==> src/rtl/assert_macros.svh <==
// Concurrent assertion helpers for the RTL
`ifndef ASSERT_MACROS_SVH
`define ASSERT_MACROS_SVH

// expression holds at every clock edge out of reset
`define ASSERT_HOLDS(lbl, clk, rst_n, expr) \
	lbl: assert property (@(posedge clk) disable iff (!rst_n) (expr)) \
		else $error("assertion failed");

// antecedent now implies consequent at the next clock edge
`define ASSERT_NEXT(lbl, clk, rst_n, ante, cons) \
	lbl: assert property (@(posedge clk) disable iff (!rst_n) (ante) |=> (cons)) \
		else $error("assertion failed");

`endif

==> src/rtl/stok_pkg.sv <==
package stok_pkg;

	localparam int POSITION_BITS_DEF = 16;
	localparam int KEYWORD_CHARS_DEF = 12;
	localparam int RQ_DEPTH = 8;
	localparam int N_KW = 25;
	localparam int KW_MAX = 11;

	typedef enum logic [11:0] {
		M_IDLE    = 12'b0000_0000_0001,
		M_PAIR    = 12'b0000_0000_0010,
		M_DOT1    = 12'b0000_0000_0100,
		M_DOT2    = 12'b0000_0000_1000,
		M_BLANK   = 12'b0000_0001_0000,
		M_COMMENT = 12'b0000_0010_0000,
		M_NAME    = 12'b0000_0100_0000,
		M_INT     = 12'b0000_1000_0000,
		M_FRAC    = 12'b0001_0000_0000,
		M_E       = 12'b0010_0000_0000,
		M_ESIGN   = 12'b0100_0000_0000,
		M_EXP     = 12'b1000_0000_0000
	} mode_t;

	localparam logic [5:0] K_LPAREN = 6'd0;
	localparam logic [5:0] K_RPAREN = 6'd1;
	localparam logic [5:0] K_LBRACE = 6'd2;
	localparam logic [5:0] K_RBRACE = 6'd3;
	localparam logic [5:0] K_LBRACK = 6'd4;
	localparam logic [5:0] K_RBRACK = 6'd5;
	localparam logic [5:0] K_ASSIGN = 6'd6;
	localparam logic [5:0] K_LT = 6'd8;
	localparam logic [5:0] K_GT = 6'd10;
	localparam logic [5:0] K_AT = 6'd12;
	localparam logic [5:0] K_PERCENT = 6'd13;
	localparam logic [5:0] K_QUERY = 6'd14;
	localparam logic [5:0] K_BANG = 6'd15;
	localparam logic [5:0] K_COLON = 6'd17;
	localparam logic [5:0] K_DOT = 6'd19;
	localparam logic [5:0] K_DOTDOT = 6'd20;
	localparam logic [5:0] K_DOTDOTDOT = 6'd21;
	localparam logic [5:0] K_COMMA = 6'd22;
	localparam logic [5:0] K_PLUS = 6'd23;
	localparam logic [5:0] K_MINUS = 6'd24;
	localparam logic [5:0] K_STAR = 6'd25;
	localparam logic [5:0] K_SLASH = 6'd26;
	localparam logic [5:0] K_CARET = 6'd27;
	localparam logic [5:0] K_BSLASH = 6'd28;
	localparam logic [5:0] K_NEWLINE = 6'd29;
	localparam logic [5:0] K_SPACE = 6'd30;
	localparam logic [5:0] K_TAB = 6'd31;
	localparam logic [5:0] K_UNKNOWN = 6'd32;
	localparam logic [5:0] K_EOF = 6'd33;
	localparam logic [5:0] K_IDENT = 6'd34;
	localparam logic [5:0] K_NUMBER = 6'd35;
	localparam logic [5:0] K_KEYWORD0 = 6'd36;

	// keyword text, right-justified: char j of a word of length L is byte L-1-j
	localparam logic [8*KW_MAX-1:0] KW_TEXT [N_KW] = '{
		"and", "case", "class", "constructor", "continue", "else", "end",
		"extend", "extern", "false", "function", "get", "if", "intern",
		"namespace", "not", "null", "or", "property", "return", "set", "super",
		"true", "when", "while"
	};
	localparam logic [3:0] KW_LEN [N_KW] = '{
		4'd3, 4'd4, 4'd5, 4'd11, 4'd8, 4'd4, 4'd3, 4'd6, 4'd6, 4'd5, 4'd8, 4'd3,
		4'd2, 4'd6, 4'd9, 4'd3, 4'd4, 4'd2, 4'd8, 4'd6, 4'd3, 4'd5, 4'd4, 4'd4, 4'd5
	};

	typedef struct packed {
		logic [5:0]  kind;
		logic [15:0] start;
		logic [15:0] len;
		logic        experr;
		logic        last;
	} tok_t;

	typedef struct packed {
		logic v;
		tok_t t;
	} slot_t;

	localparam slot_t SLOT_NONE = '0;

	function automatic slot_t mk_slot(input logic [5:0] kind, input logic [15:0] start,
			input logic [15:0] len, input logic experr, input logic last);
		slot_t s;
		s.v = 1'b1;
		s.t.kind = kind;
		s.t.start = start;
		s.t.len = len;
		s.t.experr = experr;
		s.t.last = last;
		return s;
	endfunction

	function automatic logic is_alnum_(input logic [7:0] b);
		return (b >= "a" && b <= "z") || (b >= "A" && b <= "Z") ||
			(b >= "0" && b <= "9") || b == "_";
	endfunction

	function automatic logic [5:0] pair_kind(input logic [7:0] first, input logic doubled);
		logic [5:0] k;
		case (first)
			"=": k = K_ASSIGN;
			"<": k = K_LT;
			">": k = K_GT;
			"!": k = K_BANG;
			":": k = K_COLON;
			default: k = K_UNKNOWN;
		endcase
		if (k != K_UNKNOWN && doubled)
			k = k + 6'd1;
		return k;
	endfunction

	// token left behind by a held mode when the next byte does not extend it
	function automatic slot_t flush_slot(input mode_t m, input logic [7:0] held,
			input logic [15:0] start, input logic [15:0] len, input logic [5:0] nk);
		slot_t s;
		case (m)
			M_PAIR: s = mk_slot(pair_kind(held, 1'b0), start, len, 1'b0, 1'b0);
			M_DOT1: s = mk_slot(K_DOT, start, len, 1'b0, 1'b0);
			M_DOT2: s = mk_slot(K_DOTDOT, start, len, 1'b0, 1'b0);
			M_BLANK: s = mk_slot((held == " ") ? K_SPACE : K_TAB, start, len, 1'b0, 1'b0);
			M_NAME: s = mk_slot(nk, start, len, 1'b0, 1'b0);
			M_INT, M_FRAC, M_EXP: s = mk_slot(K_NUMBER, start, len, 1'b0, 1'b0);
			M_E, M_ESIGN: s = mk_slot(K_NUMBER, start, len, 1'b1, 1'b0);
			default: s = SLOT_NONE;
		endcase
		return s;
	endfunction

endpackage

==> src/rtl/stok_lex.sv <==
module stok_lex #(
	parameter int POSITION_BITS = stok_pkg::POSITION_BITS_DEF,
	parameter int KEYWORD_CHARS = stok_pkg::KEYWORD_CHARS_DEF
) (
	input  logic                      clk,
	input  logic                      arst_n,
	input  logic                      step,
	input  logic [7:0]                ch,
	input  logic                      eos,
	output stok_pkg::slot_t [2:0]     slots,
	output logic                      idle
);

	localparam int PIW = $clog2(KEYWORD_CHARS);

	stok_pkg::mode_t               mode_q, mode_a, mode_e, mode_n;
	logic [POSITION_BITS-1:0]      pos_q, pos_n, start_q, start_a, start_n, p_inc;
	logic [15:0]                   run_q, run_a, run_e, run_n, grown;
	logic [7:0]                    held_q, held_a, held_n;
	logic                          anl_q, anl_n, taken;
	logic [KEYWORD_CHARS-1:0][7:0] prefix_q, pfx_n;
	logic [5:0]                    nk_cur, nk_next;
	stok_pkg::slot_t               xs, bs, s0, s1, s2;

	function automatic logic [15:0] lo16(input logic [POSITION_BITS-1:0] p);
		logic [POSITION_BITS+15:0] e;
		e = {16'd0, p};
		return e[15:0];
	endfunction

	// parallel compare of the stored name against every keyword
	function automatic logic [5:0] name_kind(input logic [KEYWORD_CHARS-1:0][7:0] pfx,
			input logic [15:0] len);
		logic [5:0] k;
		logic       hit;
		k = stok_pkg::K_IDENT;
		for (int i = 0; i < stok_pkg::N_KW; i++) begin
			hit = (len == {12'd0, stok_pkg::KW_LEN[i]});
			for (int j = 0; j < stok_pkg::KW_MAX; j++) begin
				if (j < int'(stok_pkg::KW_LEN[i]) &&
						pfx[j] != stok_pkg::KW_TEXT[i][8*(int'(stok_pkg::KW_LEN[i])-1-j) +: 8])
					hit = 1'b0;
			end
			if (hit)
				k = stok_pkg::K_KEYWORD0 + 6'(i);
		end
		return k;
	endfunction

	assign grown = (run_q == 16'hFFFF) ? run_q : run_q + 16'd1;
	assign p_inc = pos_q + POSITION_BITS'(1);
	assign nk_cur = name_kind(prefix_q, run_q);
	assign nk_next = name_kind(pfx_n, run_a);
	assign idle = (mode_q == stok_pkg::M_IDLE);

	always_comb begin
		taken = 1'b0;
		mode_e = stok_pkg::M_IDLE;
		run_e = grown;
		xs = stok_pkg::SLOT_NONE;
		pfx_n = prefix_q;
		// try to extend the held token
		case (mode_q)
			stok_pkg::M_PAIR: begin
				if (ch == (((held_q == "=") || (held_q == ":")) ? held_q : 8'("="))) begin
					taken = 1'b1;
					xs = stok_pkg::mk_slot(stok_pkg::pair_kind(held_q, 1'b1), lo16(start_q),
						grown, 1'b0, 1'b0);
				end
			end
			stok_pkg::M_DOT1: begin
				taken = (ch == ".");
				mode_e = stok_pkg::M_DOT2;
			end
			stok_pkg::M_DOT2: begin
				if (ch == ".") begin
					taken = 1'b1;
					xs = stok_pkg::mk_slot(stok_pkg::K_DOTDOTDOT, lo16(start_q), grown,
						1'b0, 1'b0);
				end
			end
			stok_pkg::M_BLANK: begin
				taken = (ch == held_q);
				mode_e = stok_pkg::M_BLANK;
			end
			stok_pkg::M_COMMENT: begin
				taken = (ch != "\n");
				mode_e = stok_pkg::M_COMMENT;
				run_e = run_q;
			end
			stok_pkg::M_NAME: begin
				taken = stok_pkg::is_alnum_(ch);
				mode_e = stok_pkg::M_NAME;
				if (taken && run_q < 16'(KEYWORD_CHARS))
					pfx_n[run_q[PIW-1:0]] = ch;
			end
			stok_pkg::M_INT: begin
				if (ch >= "0" && ch <= "9") begin
					taken = 1'b1; mode_e = stok_pkg::M_INT;
				end else if (ch == ".") begin
					taken = 1'b1; mode_e = stok_pkg::M_FRAC;
				end else if (ch == "e" || ch == "E") begin
					taken = 1'b1; mode_e = stok_pkg::M_E;
				end
			end
			stok_pkg::M_FRAC: begin
				if (ch >= "0" && ch <= "9") begin
					taken = 1'b1; mode_e = stok_pkg::M_FRAC;
				end else if (ch == "e" || ch == "E") begin
					taken = 1'b1; mode_e = stok_pkg::M_E;
				end
			end
			stok_pkg::M_E: begin
				if (ch == "-") begin
					taken = 1'b1; mode_e = stok_pkg::M_ESIGN;
				end else if (ch >= "0" && ch <= "9") begin
					taken = 1'b1; mode_e = stok_pkg::M_EXP;
				end
			end
			stok_pkg::M_ESIGN, stok_pkg::M_EXP: begin
				taken = (ch >= "0" && ch <= "9");
				mode_e = stok_pkg::M_EXP;
			end
			default: taken = 1'b0;
		endcase

		bs = stok_pkg::SLOT_NONE;
		if (taken) begin
			s0 = xs;
			mode_a = mode_e;
			run_a = run_e;
			start_a = start_q;
			held_a = held_q;
		end else begin
			s0 = stok_pkg::flush_slot(mode_q, held_q, lo16(start_q), run_q, nk_cur);
			mode_a = stok_pkg::M_IDLE;
			run_a = 16'd1;
			start_a = pos_q;
			held_a = held_q;
			// first byte of a new token
			case (ch) inside
				"(": bs = stok_pkg::mk_slot(stok_pkg::K_LPAREN, lo16(pos_q), 16'd1, 1'b0, 1'b0);
				")": bs = stok_pkg::mk_slot(stok_pkg::K_RPAREN, lo16(pos_q), 16'd1, 1'b0, 1'b0);
				"{": bs = stok_pkg::mk_slot(stok_pkg::K_LBRACE, lo16(pos_q), 16'd1, 1'b0, 1'b0);
				"}": bs = stok_pkg::mk_slot(stok_pkg::K_RBRACE, lo16(pos_q), 16'd1, 1'b0, 1'b0);
				"[": bs = stok_pkg::mk_slot(stok_pkg::K_LBRACK, lo16(pos_q), 16'd1, 1'b0, 1'b0);
				"]": bs = stok_pkg::mk_slot(stok_pkg::K_RBRACK, lo16(pos_q), 16'd1, 1'b0, 1'b0);
				"@": bs = stok_pkg::mk_slot(stok_pkg::K_AT, lo16(pos_q), 16'd1, 1'b0, 1'b0);
				"%": bs = stok_pkg::mk_slot(stok_pkg::K_PERCENT, lo16(pos_q), 16'd1, 1'b0, 1'b0);
				"?": bs = stok_pkg::mk_slot(stok_pkg::K_QUERY, lo16(pos_q), 16'd1, 1'b0, 1'b0);
				",": bs = stok_pkg::mk_slot(stok_pkg::K_COMMA, lo16(pos_q), 16'd1, 1'b0, 1'b0);
				"+": bs = stok_pkg::mk_slot(stok_pkg::K_PLUS, lo16(pos_q), 16'd1, 1'b0, 1'b0);
				"-": bs = stok_pkg::mk_slot(stok_pkg::K_MINUS, lo16(pos_q), 16'd1, 1'b0, 1'b0);
				"*": bs = stok_pkg::mk_slot(stok_pkg::K_STAR, lo16(pos_q), 16'd1, 1'b0, 1'b0);
				"/": bs = stok_pkg::mk_slot(stok_pkg::K_SLASH, lo16(pos_q), 16'd1, 1'b0, 1'b0);
				"^": bs = stok_pkg::mk_slot(stok_pkg::K_CARET, lo16(pos_q), 16'd1, 1'b0, 1'b0);
				"\\": bs = stok_pkg::mk_slot(stok_pkg::K_BSLASH, lo16(pos_q), 16'd1, 1'b0, 1'b0);
				"\n": bs = stok_pkg::mk_slot(stok_pkg::K_NEWLINE, lo16(pos_q), 16'd1, 1'b0, 1'b0);
				"=", "<", ">", "!", ":": begin
					held_a = ch;
					mode_a = stok_pkg::M_PAIR;
				end
				".": mode_a = stok_pkg::M_DOT1;
				"'", "\"": mode_a = stok_pkg::M_IDLE;
				" ", "\t": begin
					if (anl_q) begin
						held_a = ch;
						mode_a = stok_pkg::M_BLANK;
					end
				end
				"#": mode_a = stok_pkg::M_COMMENT;
				["0":"9"]: mode_a = stok_pkg::M_INT;
				["a":"z"], ["A":"Z"], "_": begin
					pfx_n[0] = ch;
					mode_a = stok_pkg::M_NAME;
				end
				default: bs = stok_pkg::mk_slot(stok_pkg::K_UNKNOWN, lo16(pos_q), 16'd1,
					1'b0, 1'b0);
			endcase
		end

		// a begin that emits leaves no held token, so slot 1 carries one or the other
		if (bs.v)
			s1 = bs;
		else if (eos)
			s1 = stok_pkg::flush_slot(mode_a, held_a, lo16(start_a), run_a, nk_next);
		else
			s1 = stok_pkg::SLOT_NONE;
		s2 = eos ? stok_pkg::mk_slot(stok_pkg::K_EOF, lo16(p_inc), 16'd0, 1'b0, 1'b1)
			: stok_pkg::SLOT_NONE;

		if (eos) begin
			mode_n = stok_pkg::M_IDLE;
			pos_n = '0;
			start_n = '0;
			run_n = 16'd0;
			held_n = 8'd0;
			anl_n = 1'b1;
		end else begin
			mode_n = mode_a;
			pos_n = p_inc;
			start_n = start_a;
			run_n = run_a;
			held_n = held_a;
			anl_n = (ch == "\n");
		end
	end

	assign slots = {s2, s1, s0};

	always_ff @(posedge clk or negedge arst_n) begin
		if (!arst_n) begin
			mode_q <= stok_pkg::M_IDLE;
			pos_q <= '0;
			start_q <= '0;
			run_q <= 16'd0;
			held_q <= 8'd0;
			anl_q <= 1'b1;
		end else if (step) begin
			mode_q <= mode_n;
			pos_q <= pos_n;
			start_q <= start_n;
			run_q <= run_n;
			held_q <= held_n;
			anl_q <= anl_n;
		end
	end

	always_ff @(posedge clk) begin
		if (step)
			prefix_q <= pfx_n;
	end

endmodule

==> src/rtl/stok_rq.sv <==
module stok_rq (
	input  logic                                   clk,
	input  logic                                   arst_n,
	input  stok_pkg::slot_t [2:0]                  push,
	input  logic                                   pop,
	output stok_pkg::tok_t                         head,
	output logic [$clog2(stok_pkg::RQ_DEPTH+1)-1:0] count
);

	localparam int AW = $clog2(stok_pkg::RQ_DEPTH);
	localparam int CW = $clog2(stok_pkg::RQ_DEPTH+1);

	stok_pkg::tok_t mem_q [stok_pkg::RQ_DEPTH];
	logic [AW-1:0]  wp_q, rp_q, a1, a2;
	logic [CW-1:0]  count_q, n_push;

	// pack the valid slots in order behind the write pointer
	assign a1 = wp_q + AW'(push[0].v);
	assign a2 = a1 + AW'(push[1].v);
	assign n_push = CW'(push[0].v) + CW'(push[1].v) + CW'(push[2].v);
	assign head = mem_q[rp_q];
	assign count = count_q;

	always_ff @(posedge clk or negedge arst_n) begin
		if (!arst_n) begin
			wp_q <= '0;
			rp_q <= '0;
			count_q <= '0;
		end else begin
			wp_q <= wp_q + AW'(n_push);
			if (pop)
				rp_q <= rp_q + AW'(1);
			count_q <= count_q + n_push - CW'(pop);
		end
	end

	always_ff @(posedge clk) begin
		if (push[0].v)
			mem_q[wp_q] <= push[0].t;
		if (push[1].v)
			mem_q[a1] <= push[1].t;
		if (push[2].v)
			mem_q[a2] <= push[2].t;
	end

endmodule

==> src/rtl/source_tokenizer.sv <==
// Source tokenizer: byte stream in, token stream out.
// Input channel (s_axis): one source byte per beat in tdata[7:0]; tlast marks
// the last byte of a source. Output channel (m_axis): one token per beat,
// start offset and length in tdata, kind and exponent error flag in tuser,
// tlast set on the end-of-source token that closes every source.
// Each byte is registered, then lexed against the held-token
// state; the 0 to 3 tokens it produces go into an 8-entry result queue.
// A token that a byte completes is offered once the lexer has written it into
// the result queue. Tokens held for lookahead wait for the byte that ends them.
// Throughput: one byte per cycle while the queue has room for three tokens;
// the output drains one token per cycle, so a stalled or slow receiver fills
// the queue and then tready drops until space returns. Nothing is lost.
// Reset clears the lexer state (line start, offset zero) and empties the
// queue; after each end-of-source token the lexer returns to the same state.
`include "assert_macros.svh"

module source_tokenizer #(
	parameter int POSITION_BITS = stok_pkg::POSITION_BITS_DEF,
	parameter int KEYWORD_CHARS = stok_pkg::KEYWORD_CHARS_DEF
) (
	input  logic        clk,
	input  logic        arst_n,
	input  logic        s_axis_tvalid,
	output logic        s_axis_tready,
	input  logic [7:0]  s_axis_tdata,  // [7:0] ch
	input  logic        s_axis_tlast,  // end_of_source
	output logic        m_axis_tvalid,
	input  logic        m_axis_tready,
	output logic [31:0] m_axis_tdata,  // [15:0] token_start, [31:16] token_length
	output logic [6:0]  m_axis_tuser,  // [5:0] token_kind, [6] exponent_error
	output logic        m_axis_tlast   // last_token
);

	localparam int CW = $clog2(stok_pkg::RQ_DEPTH+1);

	logic                  valid_s1, eos_s1, proc, lex_idle;
	logic [7:0]            ch_s1;
	stok_pkg::slot_t [2:0] slots;
	stok_pkg::tok_t        head;
	logic [CW-1:0]         count;

	// lex a byte only when the queue can take the worst case of three tokens
	assign proc = valid_s1 && (count <= CW'(stok_pkg::RQ_DEPTH - 3));
	assign s_axis_tready = !valid_s1 || proc;

	always_ff @(posedge clk or negedge arst_n) begin
		if (!arst_n) begin
			valid_s1 <= 1'b0;
		end else if (s_axis_tvalid && s_axis_tready) begin
			valid_s1 <= 1'b1;
		end else if (proc) begin
			valid_s1 <= 1'b0;
		end
	end

	always_ff @(posedge clk) begin
		if (s_axis_tvalid && s_axis_tready) begin
			ch_s1 <= s_axis_tdata;
			eos_s1 <= s_axis_tlast;
		end
	end

	stok_lex #(
		.POSITION_BITS(POSITION_BITS),
		.KEYWORD_CHARS(KEYWORD_CHARS)
	) u_lex (
		.clk   (clk),
		.arst_n(arst_n),
		.step  (proc),
		.ch    (ch_s1),
		.eos   (eos_s1),
		.slots (slots),
		.idle  (lex_idle)
	);

	stok_rq u_rq (
		.clk   (clk),
		.arst_n(arst_n),
		.push  (proc ? slots : {3{stok_pkg::SLOT_NONE}}),
		.pop   (m_axis_tvalid && m_axis_tready),
		.head  (head),
		.count (count)
	);

	assign m_axis_tvalid = (count != '0);
	assign m_axis_tdata = {head.len, head.start};
	assign m_axis_tuser = {head.experr, head.kind};
	assign m_axis_tlast = head.last;

	`ASSERT_HOLDS(a_rq_bound, clk, arst_n, count <= CW'(stok_pkg::RQ_DEPTH))
	`ASSERT_NEXT(a_eos_output, clk, arst_n, proc && eos_s1, m_axis_tvalid)
	`ASSERT_NEXT(a_eos_idle, clk, arst_n, proc && eos_s1, lex_idle)

endmodule
==> config.mk <==
export PLATFORM = sky130hd
export DESIGN_NAME = source_tokenizer
export DESIGN_NICKNAME = d
export VERILOG_FILES = /design/src/rtl/stok_pkg.sv /design/src/rtl/stok_lex.sv /design/src/rtl/stok_rq.sv /design/src/rtl/source_tokenizer.sv
export VERILOG_INCLUDE_DIRS = /design/src /design/src/rtl
export SDC_FILE = /design/constraint.sdc
export NUM_CORES = 2
export LEC_CHECK = 0
export ABC_AREA = 1
export BUFFER_PORTS_ARGS = -buffer_cell sky130_fd_sc_hd__buf_4
export CELL_PAD_IN_SITES_DETAIL_PLACEMENT = 1
export CELL_PAD_IN_SITES_GLOBAL_PLACEMENT = 1
export CORE_MARGIN = 5
export CORE_UTILIZATION = 50
export CTS_CLUSTER_DIAMETER = 30
export DETAILED_ROUTE_END_ITERATION = 12
export PLACE_DENSITY = 0.95
export SYNTH_ARGS = -nofsm -noshare
export SYNTH_HDL_FRONTEND = slang
export SYNTH_SLANG_ARGS = --single-unit
==> constraint.sdc <==
create_clock -name clk -period 11.15 [get_ports clk]
set_input_delay 0.5575 -clock clk [delete_from_list [all_inputs] [get_ports clk]]
set_output_delay 0.5575 -clock clk [all_outputs]
set_load 0.03 [all_outputs]
==> impl_results.rst <==
.. list-table::
   :header-rows: 1

   * - Metric
     - Value
   * - Yosys warning total
     - 0
   * - Filler instances
     - 7923
   * - Share of post-route cells with drive strength above 1
     - 8.977%
   * - Diode count
     - 0
   * - TritonCTS buffer count
     - 112
   * - Lkg Pwr
     - 15.54 nW
   * - Latest clock arrival within the worst-skew pair
     - 0.73 ns
   * - Upper clock frequency limit
     - 107.8 MHz
   * - Via total after detailed routing
     - 37728
   * - Port Buffer Count
     - 54
   * - Starting Density
     - 50.28%
   * - Count of unique library cells instantiated by Yosys
     - 67
   * - Worst slack, placed
     - 2.685 ns
   * - Register bit count reported by yosys
     - 497
   * - Hold violation total from the final report
     - 0
   * - Mean area per synthesized cell
     - 7.016 µm²
   * - Post-Route Utilization
     - 58.14%
   * - Outcome
     - finished, final reports clean
   * - Total setup buffers inserted after CTS
     - 0
   * - CTS H-tree depth
     - 3
   * - Number of synthesized flops with an enable pin
     - 249
   * - Routing layer with the top usage in global route
     - met2
   * - Transition at the pin with the smallest max-transition slack
     - 1.449 ns
   * - Sum Neg Setup Slack
     - 0 ns
   * - Launching instance or port of the critical path
     - ch_s1[1]
   * - Most numerous cell on the critical path
     - sky130_fd_sc_hd__nand2_1
   * - Critical Path Source Type
     - register
   * - Most common cell after layout, fill and taps aside
     - sky130_fd_sc_hd__nand2_1
   * - Routed Antenna Nets
     - 0
   * - DR iter-0 viols
     - 5993
   * - R2R depth
     - 30
   * - Maximum clock skew at final layout
     - 0.06823 ns
   * - Post-detailed-route wirelength per cell
     - 28.84 µm
   * - Reg2reg setup slack
     - 1.88 ns
   * - Die ar.
     - 0.06821 mm²
   * - Residual overflow from global routing
     - 0
   * - Leading cell types in the layout, fill and taps excluded
     - sky130_fd_sc_hd__nand2_1, sky130_fd_sc_hd__nor2_1, sky130_fd_sc_hd__o21ai_0
   * - Crit Path Category
     - register to register
   * - Wire length of the first global-routing pass
     - 233000 µm
   * - Critical Path Sink
     - u_rq.mem_q[2][37]
   * - Sum of buffers and inverters on the critical path
     - 10
   * - Time the worst path needs with I/O delays and setup
     - 9.273 ns
   * - CTS tree
     - built
   * - Cell family with the largest share of critical-path delay
     - simple AND/OR/NAND/NOR gates
   * - Finished Cell Area
     - 0.03647 mm²
   * - Max-cap violation count
     - 0
   * - Maximum cell stage delay along the critical path
     - 0.98 ns
   * - Net count of the finished layout
     - 4513
   * - Fin Hold WS
     - 0.05148 ns
   * - Sort of element at the end of the critical path
     - register
   * - Share of the clock period used by the worst path
     - 83.17%
   * - Worst rel slew slack
     - 2.965%
   * - Most used flip-flop cell after synthesis
     - sky130_fd_sc_hd__edfxtp_1
   * - Max Buffers Root-to-Sink
     - 3
   * - Sink Count
     - 497
   * - Post-synthesis cell area
     - 0.03154 mm²
   * - Peak fanout along the critical path
     - 54
   * - R2R Path End
     - u_rq.mem_q[2][37]
   * - Max-slew violation total from the final report
     - 0
   * - Total routed wirelength
     - 156100 µm
   * - Arrival time at the worst endpoint
     - 9.86 ns
   * - Placement-stage cell area
     - 0.03233 mm²
   * - Largest net degree at the start of global routing
     - 88
   * - Clk root buf
     - sky130_fd_sc_hd__clkbuf_16
   * - Worst min-delay path category
     - input port to register
   * - Chip Width
     - 261.2 µm
   * - Num ports
     - 55
   * - Die Y-Extent
     - 261.2 µm
   * - Row count
     - 92
   * - Vias/cell
     - 6.970
   * - Fin worst setup slack
     - 1.877 ns
   * - Reg-to-Reg Start
     - ch_s1[1]
   * - Via count of the first global-routing pass
     - 38454
   * - Number of cells produced by synthesis
     - 4496
   * - Worst supply voltage drop on vdd
     - 182.2 µV
   * - RSZ-0062 raised after global routing
     - no
   * - Half-perimeter wire length after detailed placement
     - 96280 µm
   * - Synth-to-Final Area Change
     - 15.62%
   * - Sequential share of the synthesized area
     - 40.72%
   * - Core box area
     - 0.06274 mm²
   * - Global-route met3 utilization
     - 11.44%
   * - Syn Nets
     - 4535
   * - Data required time of the critical path
     - 11.74 ns
   * - GRT met1 Usage
     - 51.91%
   * - GRT Util Overall
     - 43.98%
   * - GPL Wtd Cong
     - 1.061
   * - Clock-pin slew on the worst setup and hold paths
     - 0.05 ns
   * - Critical Path Slowest Stage Cell
     - sky130_fd_sc_hd__nand2_1
   * - Asr flop ratio synth
     - 16.10%
   * - Total power divided by cell area
     - 290.8 mW/mm²
   * - Number of setup violations in the final report
     - 0
   * - Number of iterations in the first detailed-routing pass
     - 12
   * - Final routed DRC violation total
     - 0
   * - Met2 Resource Use GR
     - 70.91%
   * - Initial antenna violation count
     - 2
   * - Number of cells on the critical path
     - 30
==> routing by layer <==
metal / up-vias / share of wire (%) / routed length (µm)
li1: 15322 / - / -
met1: 17890 / 34 / 53760
met2: 3460 / 45 / 69590
met4: 4 / 8.6 / 13500
met3: 1052 / 12 / 19230
met5: - / 0.015 / 24
==> per-stage QoR <==
step	instances	total power, mW
after global routing	5413	10.83
final	5413	10.60
after CTS	5413	10.35
after detailed placement	5205	6.486
after global placement	5205	6.326
after floorplan	4496	5.100
==> layout make-up <==
class / count / area, µm² / area share [%]
clock buffer: 140 / 3019 / 8.278
tap: 846 / 1059 / 2.902
timing repair buffer: 90 / 678.2 / 1.859
sequential: 497 / 12850 / 35.24
inverter: 484 / 1823 / 4.998
multi-input combinational: 3289 / 15930 / 43.68
clock inverter: 67 / 1111 / 3.046
==> Yosys cell counts, drive strengths merged, types with 8 or more instances <==
| cell type | number | area share (%) |
|---|---|---|
| nand2 | 907 | 11 |
| nor2 | 694 | 8.6 |
| o21ai | 557 | 8.9 |
| inv | 480 | 5.7 |
| a21oi | 290 | 4.6 |
| edfxtp | 249 | 24 |
| o22ai | 211 | 4.2 |
| nand3 | 204 | 3.3 |
| dfxtp | 168 | 11 |
| clkbuf | 144 | 1.7 |
| nor3 | 96 | 1.6 |
| nand4 | 87 | 1.8 |
| buf | 82 | 1.5 |
| dfrtp | 78 | 6.2 |
| o211ai | 46 | 1.1 |
| a31oi | 42 | 0.83 |
| nor4 | 41 | 0.81 |
| ha | 23 | 0.91 |
| xor2 | 17 | 0.47 |
| a211oi | 16 | 0.40 |
| nor3b | 8 | 0.22 |
==> cell families after synthesis <==
logic type / after synthesis / share of synthesized area [%]
buffers and inverters: 710 / 8.940
DFF: 497 / 40.72
xor gates and xnor gates: 22 / 0.6108
and+or+nand+nor: 2053 / 27.88
adders and majority gates: 26 / 1.103
AOI/OAI and AO/OA: 1188 / 20.75
==> power by group <==
part / leakage (nW) / internal [mW] / switching, mW
clock: 1.99 / 2.46 / 1.24
combinational: 8.94 / 0.946 / 3.23
sequential: 4.62 / 2.42 / 0.314
==> how the worst min path moves through the flow <==
stage,slack (ns),to,depth (start not counted),from
final,0.05,ch_s1[0],1,s_axis_tdata[0]
after global routing,0.04,ch_s1[0],1,s_axis_tdata[0]
after detailed placement,0.43,u_rq.mem_q[4][35],2,u_rq.mem_q[4][35]
after global placement,0.43,u_rq.mem_q[4][35],2,u_rq.mem_q[4][35]
after CTS,0.04,ch_s1[0],1,s_axis_tdata[0]
after floorplan,0.26,u_lex.held_q[0],0,arst_n
==> worst register-to-register path: cells and delay by family (launching register included) <==
family	cells	cell delay, ns
simple gates	18	5.28
buf+inv	10	2.58
flops	1	0.88
fa+ha+maj	2	0.45
==> state kept, by name, indices dropped and copies added (netlist names) <==
name,cells
u_rq.mem_q,320
u_lex.prefix_q,88
u_lex.pos_q,16
u_lex.run_q,16
u_lex.start_q,16
u_lex.mode_q,12
ch_s1,8
u_lex.held_q,8
u_rq.count,4
u_rq.rp_q,3
u_rq.wp_q,3
eos_s1,1
u_lex.anl_q,1
valid_s1,1
==> timing repair <==
item	in CTS	in global routing
endpoints found under the hold margin	28	0
endpoints found under the setup margin	0	0
hold buffers	1	0
resized for setup	0	0
Note: power is estimated with default switching activity, not from simulation.
